--- src/rtl/kjs_pkg.sv ---
package kjs_pkg;

	// Table size and field widths
	localparam int MAX_KEYS      = 16;
	localparam int DURATION_BITS = 16;
	localparam int IDX_W         = (MAX_KEYS > 1) ? $clog2(MAX_KEYS) : 1;
	localparam int CNT_W         = $clog2(MAX_KEYS + 1);
	localparam int TOTAL_W       = DURATION_BITS + $clog2(MAX_KEYS);
	localparam int POS_W         = 12;
	localparam int DUR_IN_W      = 16;
	localparam int TIME_W        = 31;
	localparam int DIFF_W        = TIME_W + 1;
	localparam int PROD_W        = DURATION_BITS + POS_W;
	localparam int SEG_W         = 4;
	localparam int ACT_W         = 2;
	localparam int CFG_IDX_W     = 2;
	localparam int CFG_DATA_W    = 32;
	localparam int MOD_CNT_W     = $clog2(DIFF_W);
	localparam int BL_CNT_W      = $clog2(PROD_W);

	// Action codes
	localparam logic [ACT_W-1:0] ACT_CLEAR = 2'd0;
	localparam logic [ACT_W-1:0] ACT_ADD   = 2'd1;
	localparam logic [ACT_W-1:0] ACT_POSE  = 2'd2;

	// Configuration register indexes
	localparam logic [CFG_IDX_W-1:0] CFG_TIME_OFFSET = 2'd0;
	localparam logic [CFG_IDX_W-1:0] CFG_REVERSE     = 2'd1;
	localparam logic [CFG_IDX_W-1:0] CFG_INTERP      = 2'd2;

	// Joint select for the shared blend unit
	localparam logic [1:0] JOINT_KNEE  = 2'd0;
	localparam logic [1:0] JOINT_FEMUR = 2'd1;
	localparam logic [1:0] JOINT_HIP   = 2'd2;

	typedef struct packed {
		logic [ACT_W-1:0]    action;
		logic [POS_W-1:0]    knee_value;
		logic [POS_W-1:0]    femur_value;
		logic [POS_W-1:0]    hip_value;
		logic [DUR_IN_W-1:0] duration_ms;
		logic [TIME_W-1:0]   now_ms;
	} in_item_t;

	typedef struct packed {
		logic [POS_W-1:0] knee_out;
		logic [POS_W-1:0] femur_out;
		logic [POS_W-1:0] hip_out;
		logic [SEG_W-1:0] segment;
	} out_item_t;

	typedef struct packed {
		logic [POS_W-1:0]         knee;
		logic [POS_W-1:0]         femur;
		logic [POS_W-1:0]         hip;
		logic [DURATION_BITS-1:0] dur;
	} key_entry_t;

	typedef struct packed {
		logic [DURATION_BITS-1:0] phase;
		logic [DURATION_BITS-1:0] dur;
		logic [POS_W-1:0]         cur;
		logic [POS_W-1:0]         nxt;
	} blend_req_t;

	typedef enum logic [3:0] {
		ST_IDLE,
		ST_MOD,
		ST_FIX,
		ST_WALK_RD,
		ST_WALK_CMP,
		ST_NXT_RD,
		ST_NXT_LD,
		ST_BLEND_GO,
		ST_BLEND_WAIT,
		ST_EMIT
	} seq_state_t;

	typedef enum logic [1:0] {
		BL_IDLE,
		BL_MUL,
		BL_DIV,
		BL_DONE
	} blend_state_t;

endpackage

--- src/rtl/kjs_blend.sv ---
module kjs_blend (
	input  logic                                clk,
	input  logic                                arst_n,
	input  logic                                go,
	input  kjs_pkg::blend_req_t                 req,
	output logic                                done,
	output logic [kjs_pkg::POS_W-1:0]           value
);

	localparam int PW = kjs_pkg::PROD_W;
	localparam int DW = kjs_pkg::DURATION_BITS;
	localparam int XW = kjs_pkg::POS_W;

	kjs_pkg::blend_state_t state_q, state_d;

	logic [kjs_pkg::BL_CNT_W-1:0] cnt_q;
	logic [DW-1:0]                phase_q;
	logic [DW-1:0]                dur_q;
	logic [XW-1:0]                cur_q;
	logic                         neg_q;
	logic [XW-1:0]                mag_q;
	logic [PW-1:0]                acc_q;
	logic [DW-1:0]                rem_q;

	logic [XW:0]   diff;
	logic [PW-1:0] acc_add;
	logic [DW:0]   trial;
	logic          qbit;
	logic [XW-1:0] quot;

	// Signed difference toward the next keyframe
	assign diff = {1'b0, req.nxt} - {1'b0, req.cur};

	// Shift-and-add step, one multiplier bit per cycle
	assign acc_add = {acc_q[PW-2:0], 1'b0} + (mag_q[XW-1] ? PW'(phase_q) : '0);

	// Restoring division step, one quotient bit per cycle
	assign trial = {rem_q, acc_q[PW-1]};
	assign qbit  = (trial >= {1'b0, dur_q});
	assign quot  = acc_q[XW-1:0];

	// Quotient never exceeds the magnitude of the difference
	assign value = neg_q ? (cur_q - quot) : (cur_q + quot);
	assign done  = (state_q == kjs_pkg::BL_DONE);

	// State register
	always_ff @(posedge clk or negedge arst_n) begin
		if (!arst_n) begin
			state_q <= kjs_pkg::BL_IDLE;
		end else begin
			state_q <= state_d;
		end
	end

	// Next state
	always_comb begin
		state_d = state_q;
		case (state_q)
			kjs_pkg::BL_IDLE: begin
				if (go) begin
					state_d = kjs_pkg::BL_MUL;
				end
			end
			kjs_pkg::BL_MUL: begin
				if (cnt_q == '0) begin
					state_d = kjs_pkg::BL_DIV;
				end
			end
			kjs_pkg::BL_DIV: begin
				if (cnt_q == '0) begin
					state_d = kjs_pkg::BL_DONE;
				end
			end
			kjs_pkg::BL_DONE: begin
				state_d = kjs_pkg::BL_IDLE;
			end
			default: begin
				state_d = kjs_pkg::BL_IDLE;
			end
		endcase
	end

	// Datapath: multiply phase by |diff|, then divide by duration
	always_ff @(posedge clk) begin
		case (state_q)
			kjs_pkg::BL_IDLE: begin
				if (go) begin
					phase_q <= req.phase;
					dur_q   <= req.dur;
					cur_q   <= req.cur;
					neg_q   <= diff[XW];
					mag_q   <= diff[XW] ? XW'(-diff) : diff[XW-1:0];
					acc_q   <= '0;
					cnt_q   <= kjs_pkg::BL_CNT_W'(XW - 1);
				end
			end
			kjs_pkg::BL_MUL: begin
				acc_q <= acc_add;
				mag_q <= {mag_q[XW-2:0], 1'b0};
				if (cnt_q == '0) begin
					rem_q <= '0;
					cnt_q <= kjs_pkg::BL_CNT_W'(PW - 1);
				end else begin
					cnt_q <= cnt_q - 1'b1;
				end
			end
			kjs_pkg::BL_DIV: begin
				rem_q <= qbit ? DW'(trial - {1'b0, dur_q}) : trial[DW-1:0];
				acc_q <= {acc_q[PW-2:0], qbit};
				cnt_q <= cnt_q - 1'b1;
			end
			default: begin
			end
		endcase
	end

endmodule

--- src/rtl/keyframe_joint_sequencer_core.sv ---
// Channel   | Ports                                   | Handshake
// ----------+-----------------------------------------+--------------------------------
// command   | start, busy, cmd                        | taken when start && !busy
// result    | result_valid, result                    | one-cycle strobe, no backpressure
// config    | cfg_valid, cfg_ready, cfg_index, cfg_data | written when valid && ready
//
// Clear and add never raise busy. A pose holds busy through the bit-serial modulo,
// the fix step, the segment walk and the next-keyframe read and load, plus the shared
// bit-serial multiply/divide for each joint when interpolating, and the emit.
// A pose on an empty loop or past every segment ends with no result.
// Reset is asynchronous and clears control state; the keyframe memory is not cleared.
// The result strobe cannot be stalled; config is always ready.
module keyframe_joint_sequencer_core (
	input  logic                               clk,
	input  logic                               arst_n,
	input  logic                               start,
	output logic                               busy,
	input  kjs_pkg::in_item_t                  cmd,
	output logic                               result_valid,
	output kjs_pkg::out_item_t                 result,
	input  logic                               cfg_valid,
	output logic                               cfg_ready,
	input  logic [kjs_pkg::CFG_IDX_W-1:0]      cfg_index,
	input  logic [kjs_pkg::CFG_DATA_W-1:0]     cfg_data
);

	localparam int TW = kjs_pkg::TOTAL_W;
	localparam int DW = kjs_pkg::DIFF_W;

	kjs_pkg::seq_state_t state_q, state_d;

	// Configuration
	logic [kjs_pkg::TIME_W-1:0] offset_q;
	logic                       reverse_q;
	logic                       interp_q;

	// Table bookkeeping
	logic [kjs_pkg::CNT_W-1:0] count_q;
	logic [TW-1:0]             total_q;

	// Keyframe memory
	kjs_pkg::key_entry_t key_mem [kjs_pkg::MAX_KEYS];
	kjs_pkg::key_entry_t rd_q;
	logic [kjs_pkg::IDX_W-1:0] rd_addr;

	// Pose working registers
	logic [DW-1:0]                 sh_q;
	logic [TW-1:0]                 rem_q;
	logic                          neg_q;
	logic [kjs_pkg::MOD_CNT_W-1:0] mcnt_q;
	logic [TW-1:0]                 phase_q;
	logic [kjs_pkg::CNT_W-1:0]     idx_q;
	kjs_pkg::key_entry_t           cur_q;
	kjs_pkg::key_entry_t           nxt_q;
	logic [1:0]                    joint_q;
	kjs_pkg::out_item_t            out_q;

	logic                      accept;
	logic                      do_add;
	logic [DW-1:0]             d_pos;
	logic [DW-1:0]             d_neg;
	logic [TW:0]               trial;
	logic                      trial_ge;
	logic                      flip;
	logic [kjs_pkg::CNT_W-1:0] nidx;
	logic                      blend_go;
	kjs_pkg::blend_req_t       blend_req;
	logic                      blend_done;
	logic [kjs_pkg::POS_W-1:0] blend_value;
	kjs_pkg::key_entry_t       wr_entry;

	assign accept    = start && !busy;
	assign do_add    = accept && (cmd.action == kjs_pkg::ACT_ADD)
	                   && (count_q < kjs_pkg::CNT_W'(kjs_pkg::MAX_KEYS));
	assign cfg_ready = 1'b1;

	assign wr_entry.knee  = cmd.knee_value;
	assign wr_entry.femur = cmd.femur_value;
	assign wr_entry.hip   = cmd.hip_value;
	assign wr_entry.dur   = kjs_pkg::DURATION_BITS'(cmd.duration_ms);

	// Signed time difference as sign and magnitude
	assign d_pos = DW'(cmd.now_ms) - DW'(offset_q);
	assign d_neg = DW'(offset_q) - DW'(cmd.now_ms);

	// Restoring modulo step, one dividend bit per cycle
	assign trial    = {rem_q, sh_q[DW-1]};
	assign trial_ge = (trial >= {1'b0, total_q});

	// Negative remainder repair and mirroring fold into one subtract
	assign flip = (neg_q && (rem_q != '0)) ^ reverse_q;

	// Next keyframe wraps to the first
	assign nidx = idx_q + 1'b1;

	// Operands for the current joint
	always_comb begin
		blend_req.phase = kjs_pkg::DURATION_BITS'(phase_q);
		blend_req.dur   = cur_q.dur;
		case (joint_q)
			kjs_pkg::JOINT_KNEE: begin
				blend_req.cur = cur_q.knee;
				blend_req.nxt = nxt_q.knee;
			end
			kjs_pkg::JOINT_FEMUR: begin
				blend_req.cur = cur_q.femur;
				blend_req.nxt = nxt_q.femur;
			end
			default: begin
				blend_req.cur = cur_q.hip;
				blend_req.nxt = nxt_q.hip;
			end
		endcase
	end

	kjs_blend u_blend (
		.clk    (clk),
		.arst_n (arst_n),
		.go     (blend_go),
		.req    (blend_req),
		.done   (blend_done),
		.value  (blend_value)
	);

	assign result = out_q;

	// State register
	always_ff @(posedge clk or negedge arst_n) begin
		if (!arst_n) begin
			state_q <= kjs_pkg::ST_IDLE;
		end else begin
			state_q <= state_d;
		end
	end

	// Next state and outputs
	always_comb begin
		state_d      = state_q;
		busy         = 1'b1;
		result_valid = 1'b0;
		blend_go     = 1'b0;
		rd_addr      = idx_q[kjs_pkg::IDX_W-1:0];
		case (state_q)
			kjs_pkg::ST_IDLE: begin
				busy = 1'b0;
				if (accept && (cmd.action == kjs_pkg::ACT_POSE) && (total_q != '0)) begin
					state_d = kjs_pkg::ST_MOD;
				end
			end
			kjs_pkg::ST_MOD: begin
				if (mcnt_q == '0) begin
					state_d = kjs_pkg::ST_FIX;
				end
			end
			kjs_pkg::ST_FIX: begin
				state_d = kjs_pkg::ST_WALK_RD;
			end
			kjs_pkg::ST_WALK_RD: begin
				if (idx_q == count_q) begin
					state_d = kjs_pkg::ST_IDLE;
				end else begin
					state_d = kjs_pkg::ST_WALK_CMP;
				end
			end
			kjs_pkg::ST_WALK_CMP: begin
				if (phase_q < TW'(rd_q.dur)) begin
					state_d = kjs_pkg::ST_NXT_RD;
				end else begin
					state_d = kjs_pkg::ST_WALK_RD;
				end
			end
			kjs_pkg::ST_NXT_RD: begin
				rd_addr = (nidx < count_q) ? nidx[kjs_pkg::IDX_W-1:0] : '0;
				state_d = kjs_pkg::ST_NXT_LD;
			end
			kjs_pkg::ST_NXT_LD: begin
				state_d = interp_q ? kjs_pkg::ST_BLEND_GO : kjs_pkg::ST_EMIT;
			end
			kjs_pkg::ST_BLEND_GO: begin
				blend_go = 1'b1;
				state_d  = kjs_pkg::ST_BLEND_WAIT;
			end
			kjs_pkg::ST_BLEND_WAIT: begin
				if (blend_done) begin
					state_d = (joint_q == kjs_pkg::JOINT_HIP) ? kjs_pkg::ST_EMIT
					                                         : kjs_pkg::ST_BLEND_GO;
				end
			end
			kjs_pkg::ST_EMIT: begin
				result_valid = 1'b1;
				state_d      = kjs_pkg::ST_IDLE;
			end
			default: begin
				state_d = kjs_pkg::ST_IDLE;
			end
		endcase
	end

	// Configuration writes
	always_ff @(posedge clk or negedge arst_n) begin
		if (!arst_n) begin
			offset_q  <= '0;
			reverse_q <= 1'b0;
			interp_q  <= 1'b0;
		end else if (cfg_valid && cfg_ready) begin
			case (cfg_index)
				kjs_pkg::CFG_TIME_OFFSET: offset_q  <= cfg_data[kjs_pkg::TIME_W-1:0];
				kjs_pkg::CFG_REVERSE:     reverse_q <= cfg_data[0];
				kjs_pkg::CFG_INTERP:      interp_q  <= cfg_data[0];
				default: begin
				end
			endcase
		end
	end

	// Table count and loop length
	always_ff @(posedge clk or negedge arst_n) begin
		if (!arst_n) begin
			count_q <= '0;
			total_q <= '0;
		end else if (accept && (cmd.action == kjs_pkg::ACT_CLEAR)) begin
			count_q <= '0;
			total_q <= '0;
		end else if (do_add) begin
			count_q <= count_q + 1'b1;
			total_q <= total_q + TW'(wr_entry.dur);
		end
	end

	// Keyframe memory write and registered read
	always_ff @(posedge clk) begin
		if (do_add) begin
			key_mem[count_q[kjs_pkg::IDX_W-1:0]] <= wr_entry;
		end
		rd_q <= key_mem[rd_addr];
	end

	// Pose datapath
	always_ff @(posedge clk) begin
		case (state_q)
			kjs_pkg::ST_IDLE: begin
				neg_q  <= d_pos[DW-1];
				sh_q   <= d_pos[DW-1] ? d_neg : d_pos;
				rem_q  <= '0;
				mcnt_q <= kjs_pkg::MOD_CNT_W'(DW - 1);
			end
			kjs_pkg::ST_MOD: begin
				rem_q  <= trial_ge ? TW'(trial - {1'b0, total_q}) : trial[TW-1:0];
				sh_q   <= {sh_q[DW-2:0], 1'b0};
				mcnt_q <= mcnt_q - 1'b1;
			end
			kjs_pkg::ST_FIX: begin
				phase_q <= flip ? (total_q - rem_q) : rem_q;
				idx_q   <= '0;
			end
			kjs_pkg::ST_WALK_CMP: begin
				if (phase_q < TW'(rd_q.dur)) begin
					cur_q <= rd_q;
				end else begin
					phase_q <= phase_q - TW'(rd_q.dur);
					idx_q   <= idx_q + 1'b1;
				end
			end
			kjs_pkg::ST_NXT_LD: begin
				nxt_q             <= rd_q;
				joint_q           <= kjs_pkg::JOINT_KNEE;
				out_q.knee_out    <= cur_q.knee;
				out_q.femur_out   <= cur_q.femur;
				out_q.hip_out     <= cur_q.hip;
				out_q.segment     <= kjs_pkg::SEG_W'(idx_q);
			end
			kjs_pkg::ST_BLEND_WAIT: begin
				if (blend_done) begin
					joint_q <= joint_q + 1'b1;
					case (joint_q)
						kjs_pkg::JOINT_KNEE:  out_q.knee_out  <= blend_value;
						kjs_pkg::JOINT_FEMUR: out_q.femur_out <= blend_value;
						default:              out_q.hip_out   <= blend_value;
					endcase
				end
			end
			default: begin
			end
		endcase
	end

endmodule

--- config.mk ---
export PLATFORM = sky130hd
export DESIGN_NAME = keyframe_joint_sequencer_core
export DESIGN_NICKNAME = d
export VERILOG_FILES = /design/src/rtl/kjs_pkg.sv /design/src/rtl/kjs_blend.sv /design/src/rtl/keyframe_joint_sequencer_core.sv
export SDC_FILE = /design/constraint.sdc
export NUM_CORES = 2
export LEC_CHECK = 0
export ABC_CLOCK_PERIOD_IN_PS = 7400
export BUFFER_PORTS_ARGS = -buffer_cell sky130_fd_sc_hd__clkbuf_2
export CAP_MARGIN = 20
export CORE_MARGIN = 2
export CORE_UTILIZATION = 49
export CTS_CLUSTER_DIAMETER = 40
export CTS_CLUSTER_SIZE = 8
export DETAILED_ROUTE_END_ITERATION = 12
export PLACE_DENSITY = 0.73
export SYNTH_ARGS = -nofsm -noshare
export SYNTH_HDL_FRONTEND = slang
export SYNTH_SLANG_ARGS = --single-unit
export TNS_END_PERCENT = 100
--- constraint.sdc ---
create_clock -name clk -period 7.4 [get_ports clk]
set_clock_uncertainty 0.1 [all_clocks]
set_input_delay 1.48 -clock clk [delete_from_list [all_inputs] [get_ports clk]]
set_output_delay 1.48 -clock clk [all_outputs]
set_load 0.1 [all_outputs]
=== Word level (Yosys, flattened, before mapping) ===
Memories as Yosys holds them, arrays and structs flattened. A register that Yosys moved wholly into a read port is not among the register bits.
Index checks and enable logic that the tools add are counted.

* Output and inout bits: 43
* Register bits after elaboration: 383
* Input port bits: 123
* Memories: 1
* RAM bits: 832
* Word-level logic and storage cells: 179

{| class="wikitable"
|+ Memory list
! name !! depth !! bits a word !! read ports !! clocked after Yosys merged registers in !! write ports !! line !! source
|-
| key_mem || 16 || 52 || 1 || 1 || 1 || keyframe_joint_sequencer_core.sv:42 || <nowiki>kjs_pkg::key_entry_t key_mem [kjs_pkg::MAX_KEYS];</nowiki>
|}

* Muxes and demuxes: 54
* Reductions and logical operators: 39
* Order comparisons: 5
* Bitwise logic cells: 1
* Add/sub/neg operators: 17
* Equality and inequality tests: 29

{| class="wikitable"
|+ Operators with widths
! kind !! count
|-
| $mux 20 || 5
|-
| $pmux 28 s3 || 1
|-
| $pmux 20 s2 || 2
|-
| $mux 12 || 6
|-
| $pmux 36 s2 || 1
|-
| $pmux 32 s2 || 1
|-
| $sub 31x31->32 || 2
|-
| $mux 16 || 3
|-
| $pmux 24 s2 || 1
|-
| $reduce_bool 20->1 || 2
|-
| $sub 20x20->20 || 2
|-
| $mux 36 || 1
|-
| $pmux 4 s9 || 1
|-
| $mux 32 || 1
|-
| $pmux 16 s2 || 1
|-
| $add 28x28->28 || 1
|-
| $mux 28 || 1
|-
| $mux 4 || 7
|-
| $mux 5 || 5
|-
| $pmux 12 s2 || 1
|-
| $ge 21x20->1 || 1
|-
| $add 20x16->20 || 1
|-
| $lt 20x16->1 || 1
|-
| $pmux 5 s2 || 2
|-
| 37 further kinds || 95
|}

=== Logic depth before layout (Yosys ltp) ===
* Depth in word-level cells: 7
* Mapped depth: 19
* Mapped depth without buffers: 16

=== Hierarchy ===
Synthesis repeated with hierarchy kept, for this count alone.

* Cells, all modules: 4,049
* Area, all modules: 58,043.2 sq um

{| class="wikitable"
|+ By module, submodules not included
! module !! area an instance (sq um) !! sequential area each (sq um) !! times used !! cells each
|-
| keyframe_joint_sequencer_core || 50,272.0 || 33,972.6 || 1 || 3,272
|-
| kjs_blend || 7,771.2 || 3,233.1 || 1 || 777
|}

=== Worst setup path after synthesis ===
Ideal clock, no wire load.

* Kind: input-to-reg
* Start: in cmd[84] in the netlist's numbering
* End: mem key_mem[2][0] in the netlist's numbering, enable pin
* Data arrival time: 6,013 ps
* Path slack: 761 ps
* Data required time: 6,774 ps
* Path buffers: 1
* Setup time: 526 ps
* Cell stages on the path: 4
* Cells stage by stage: nor4_2 -> clkbuf_1 -> nand2_1 -> nor3_1

* Longest elaborated chain between the ends: 5

{| class="wikitable"
|+ RTL lines
! element !! line !! source
|-
| start: declaration || keyframe_joint_sequencer_core.sv:18 || <nowiki>input kjs_pkg::in_item_t cmd,</nowiki>
|-
| $eq 2x1->1 || keyframe_joint_sequencer_core.sv:73 || <nowiki>assign do_add = accept && (cmd.action == kjs_pkg::ACT_ADD)</nowiki>
|-
| $logic_and 1x1->1 || keyframe_joint_sequencer_core.sv:73 ||
|-
| $logic_and 1x1->1 || keyframe_joint_sequencer_core.sv:74 || <nowiki>&& (count_q < kjs_pkg::CNT_W'(kjs_pkg::MAX_KEYS));</nowiki>
|-
| $mux 1 || keyframe_joint_sequencer_core.sv:232 || <nowiki>if (do_add) begin</nowiki>
|-
| $mux 1 (not written as such) || keyframe_joint_sequencer_core.sv:233 || <nowiki>key_mem[count_q[kjs_pkg::IDX_W-1:0]] <= wr_entry;</nowiki>
|-
| end: declaration || keyframe_joint_sequencer_core.sv:42 ||
|}

Every way passes these cells.

=== Worst setup path after layout ===
* Start: reg idx_q[0] in the netlist's numbering
* End: reg rd_q[46] (netlist name)

* Longest elaborated chain between the ends: 4

{| class="wikitable"
|+ RTL lines
! element !! line !! source
|-
| start: declaration || keyframe_joint_sequencer_core.sv:52 || <nowiki>logic [kjs_pkg::CNT_W-1:0] idx_q;</nowiki>
|-
| start signal: assignment || keyframe_joint_sequencer_core.sv:261 || <nowiki>idx_q <= idx_q + 1'b1;</nowiki>
|-
| $add 5x1->5 (*) || keyframe_joint_sequencer_core.sv:94 || <nowiki>assign nidx = idx_q + 1'b1;</nowiki>
|-
| net nidx (one bit) || keyframe_joint_sequencer_core.sv:65 || <nowiki>logic [kjs_pkg::CNT_W-1:0] nidx;</nowiki>
|-
| $lt 5x5->1 || keyframe_joint_sequencer_core.sv:173 || <nowiki>rd_addr = (nidx < count_q) ? nidx[kjs_pkg::IDX_W-1:0] : '0;</nowiki>
|-
| $mux 4 (*) || keyframe_joint_sequencer_core.sv:173 ||
|-
| $mux 4 (*) || keyframe_joint_sequencer_core.sv:143 || <nowiki>case (state_q)</nowiki>
|}

The timed path passes the listed nets; every way through them passes the cells marked *.
A chain may end at the register's enable or synchronous reset.

==> results.yml <==
finish:
  drive_gt1_share_pct: 17.7
  nets: 4494
  area_growth_pct: 15.7
  final_area_mm2: 0.0666
  final_util_pct: 57.2
floorplanning:
  fp.dieH_um: 347
  die_area_mm2: 0.120
  die_w_um: 347
  ios: 166
  core_area_mm2: 0.116
  row_count: 125
  start_util_pct: 49.4
setup_path:
  crit_slowest_cell: "o21a_4"
  worst_path_dominant_cell_family: "compound AO/OA/AOI/OAI gates"
  start_kind: "register"
  critPathMaxFanout: 38
  worstSetupPathType: "reg2reg"
  crit_buf_inv: 2
  worstPathArrival_ps: 5630
  crit_chain: "ha_1, xnor2_1, inv_1, ha_1, o21a_1, o21a_1, o21ai_2, nand2_1, o21a_4, buf_4, mux4_2, a22o_1, a221o_1"
  worst_path_largest_cell_delay_ps: 730
  required_ps: 7980
  endpoint_kind: "register"
flow_run:
  cap_violations: 0
synthesis:
  synthAdderAreaFrac_pct: 4.91
  ys_seq_area_share_pct: 64.7
  synth_warnings: 0
  syn-num-nets: 4237
  syn_avg_cell_area_um2: 14.8
  synthTopCellsByArea: "edfxtp_1 (60%), mux4_2 (8.1%), ha_1 (4.6%)"
  yosys-mux-area-fraction_pct: 9.10
  synth_enable_flop_cells: 1151
  synth_seq_cells: 1267
  synth_top_area_share_pct: 60.1
  synth_xor_xnor_area_share_pct: 2.47
  synthCells: 3894
  yosys.area_share.simple_pct: 6.62
  syn_area_mm2: 0.0575
  async_flop_share_pct: 5.05
  synth-compound-area-share_pct: 9.62
  yosysUniqueCellTypes: 88
  synth_ff_type: "edfxtp_1"
  yosysTopAreaCell: "edfxtp_1"
  synth_top_family_by_area: "compound AO/OA/AOI/OAI gates"
clock_tree:
  cts_buffer_depth: 3
  cts.sinks: 1267
  cts_root_buf: "clkbuf_16"
  cts_hold_buf: 0
  clk_pin_slew_ps: 50
  cts_made_buffers: 195
  cts_setup_buffers: 0
  cts_tree: "yes"
  clock_latency_ps: 810
  post_cts_resized: 0
  htree_num_levels: 4
timing:
  post-route-period-util_pct: 68.2
  finalSetupViolations: 0
  hold_viol: 0
  slew_headroom_pct: 25.0
  max_freq_ghz: 0.198
  drv_slew: 0
  timing.hold.ws_ps: 316
  layout_min_cycle_time_ps: 5050
  tns_ps: 0
  worst_pin_slew_ps: 1130
  rsz0062_at_grt: "no"
status:
  status: "completed"
drt:
  wl_mm: 139
  wl_per_cell_um: 23.9
  antenna_left: 0
  via_per_inst: 5.97
  drtIter0Drc: 3628
  drt_pass1_iterations: 6
  routed-via-count: 34800
  drc_errors: 0
power:
  power.density_mw_per_mm2: 386
  max-vdd-ir-drop_uv: 238
  p_leak_nw: 24.3
  p_total_w: 0.0257
global_routing:
  grt_max_degree: 111
  grt_pass1_wl_mm: 212
  track_usage_pct: 23.1
  grt_pass1_vias: 34900
  antenna_found_initial: 15
  grt.overflow.total: 0
placed_design:
  placed_area_mm2: 0.0603
  dp_hpwl_mm: 84.7
  io_buffers: 163
  gp_congestion: 0.896
hold_path:
  hold_path.class: "reg2reg"
[kinds of logic (layout without fill, tap and decap cells)]
family,Yosys count,after routing
flip-flops,1267,1267
AO/OA/AOI/OAI,811,811
adder cells (fa/ha/maj),220,220
multiplexers,261,261
other,1,6
AND/OR/NAND/NOR,800,800
buffers and inverters,372,787
XOR/XNOR,162,162
[worst paths after layout]
check,slack [ps],end,start,cells after the start
worst min register to register,320,u_blend.dur_q[10],blend_req[34],0
max in group asynchronous,5950,offset_q[27],arst_n,2
worst max-delay path,2350,rd_q[46],idx_q[0],13
worst min-delay path,320,u_blend.dur_q[10],blend_req[34],0
min in group asynchronous,600,state_q[2],arst_n,1
worst max register to register,2350,rd_q[46],idx_q[0],13
[state kept, by name (all words and copies together), names as in the netlist, 4 cells and up]
| signal | count |
|---|---|
| phase_q | 20 |
| total_q | 20 |
| u_blend.phase_q | 16 |
| result | 40 |
| count_q | 5 |
| cur_q | 36 |
| u_blend.cur_q | 12 |
| blend_req | 16 |
| sh_q | 32 |
| u_blend.mag_q | 12 |
| key_mem | 832 |
| rem_q | 20 |
| offset_q | 31 |
| state_q | 4 |
| nxt_q | 36 |
| u_blend.rem_q | 16 |
| u_blend.acc_q | 28 |
| rd_q | 52 |
| mcnt_q | 5 |
| u_blend.cnt_q | 5 |
| idx_q | 5 |
| u_blend.dur_q | 16 |
[report_power, final]
part           internal, W  switching, W
Clock              0.00543       0.00320
Combinational      0.00319       0.00425
Sequential         0.00889      0.000730
[cells in the mapped netlist, drive strengths merged (33+ instances only)]
cell,n
a21oi,197
dfrtp,64
xnor2,105
buf,55
edfxtp,1151
a21o,70
a221o,54
o21a,33
ha,210
inv,207
nand2,252
mux4,208
nor3,56
mux2i,38
a22o,84
nor2b,48
nor2,208
xor2,57
o21ai,162
nand3,43
dfxtp,52
clkbuf,110
[placed cells by master, fill, tap and decap left out, types with 23 or more instances in the layout]
cell type	instances
o21a_1	32
clkbuf_16	197
nand2_1	250
o21ai_0	152
a21o_1	70
nand4_1	23
nand3_1	43
clkbuf_2	162
inv_1	205
and2_1	31
a211oi_1	25
nor2b_1	48
dfrtp_1	64
clkbuf_1	109
edfxtp_1	1151
a221o_1	54
nor2_1	193
a22oi_1	24
ha_1	210
mux2i_1	38
nor4_1	23
a31oi_1	24
a22o_1	84
xnor2_1	105
nand2b_1	29
xor2_1	56
nor3_1	46
dfxtp_1	52
buf_4	55
mux4_2	208
a21oi_1	196
[per-stage QoR]
stage,instances,worst slack (ps)
after CTS,5831,2260
after global routing,5834,2000
after detailed placement,5476,2250
after global placement,5476,2240
after floorplan,3894,761
final,5838,2350
[area by class of cell]
| cell class | instances | area, um2 |
|---|---|---|
| diodes | 5 | 12.5 |
| clock inverters | 46 | 825 |
| multi-input cells | 2255 | 19100 |
| fillers | 8822 | 49800 |
| well taps | 1524 | 1910 |
| clock buffers | 309 | 5380 |
| flip-flops and latches | 1267 | 37200 |
| inverters | 207 | 777 |
| repair buffers | 225 | 1380 |
[per-layer routing]
| layer | vias to the layer above | GRT usage, % | wire length, um |
|---|---|---|---|
| li1 | 15600 | - | - |
| met1 | 17400 | 32.3 | 57800 |
| met2 | 1543 | 37.3 | 66400 |
| met4 | 10 | 6.89 | 3350 |
| met3 | 241 | 4.17 | 11700 |
| met5 | - | 0 | 71 |
Power figures use the tool's default switching activity.
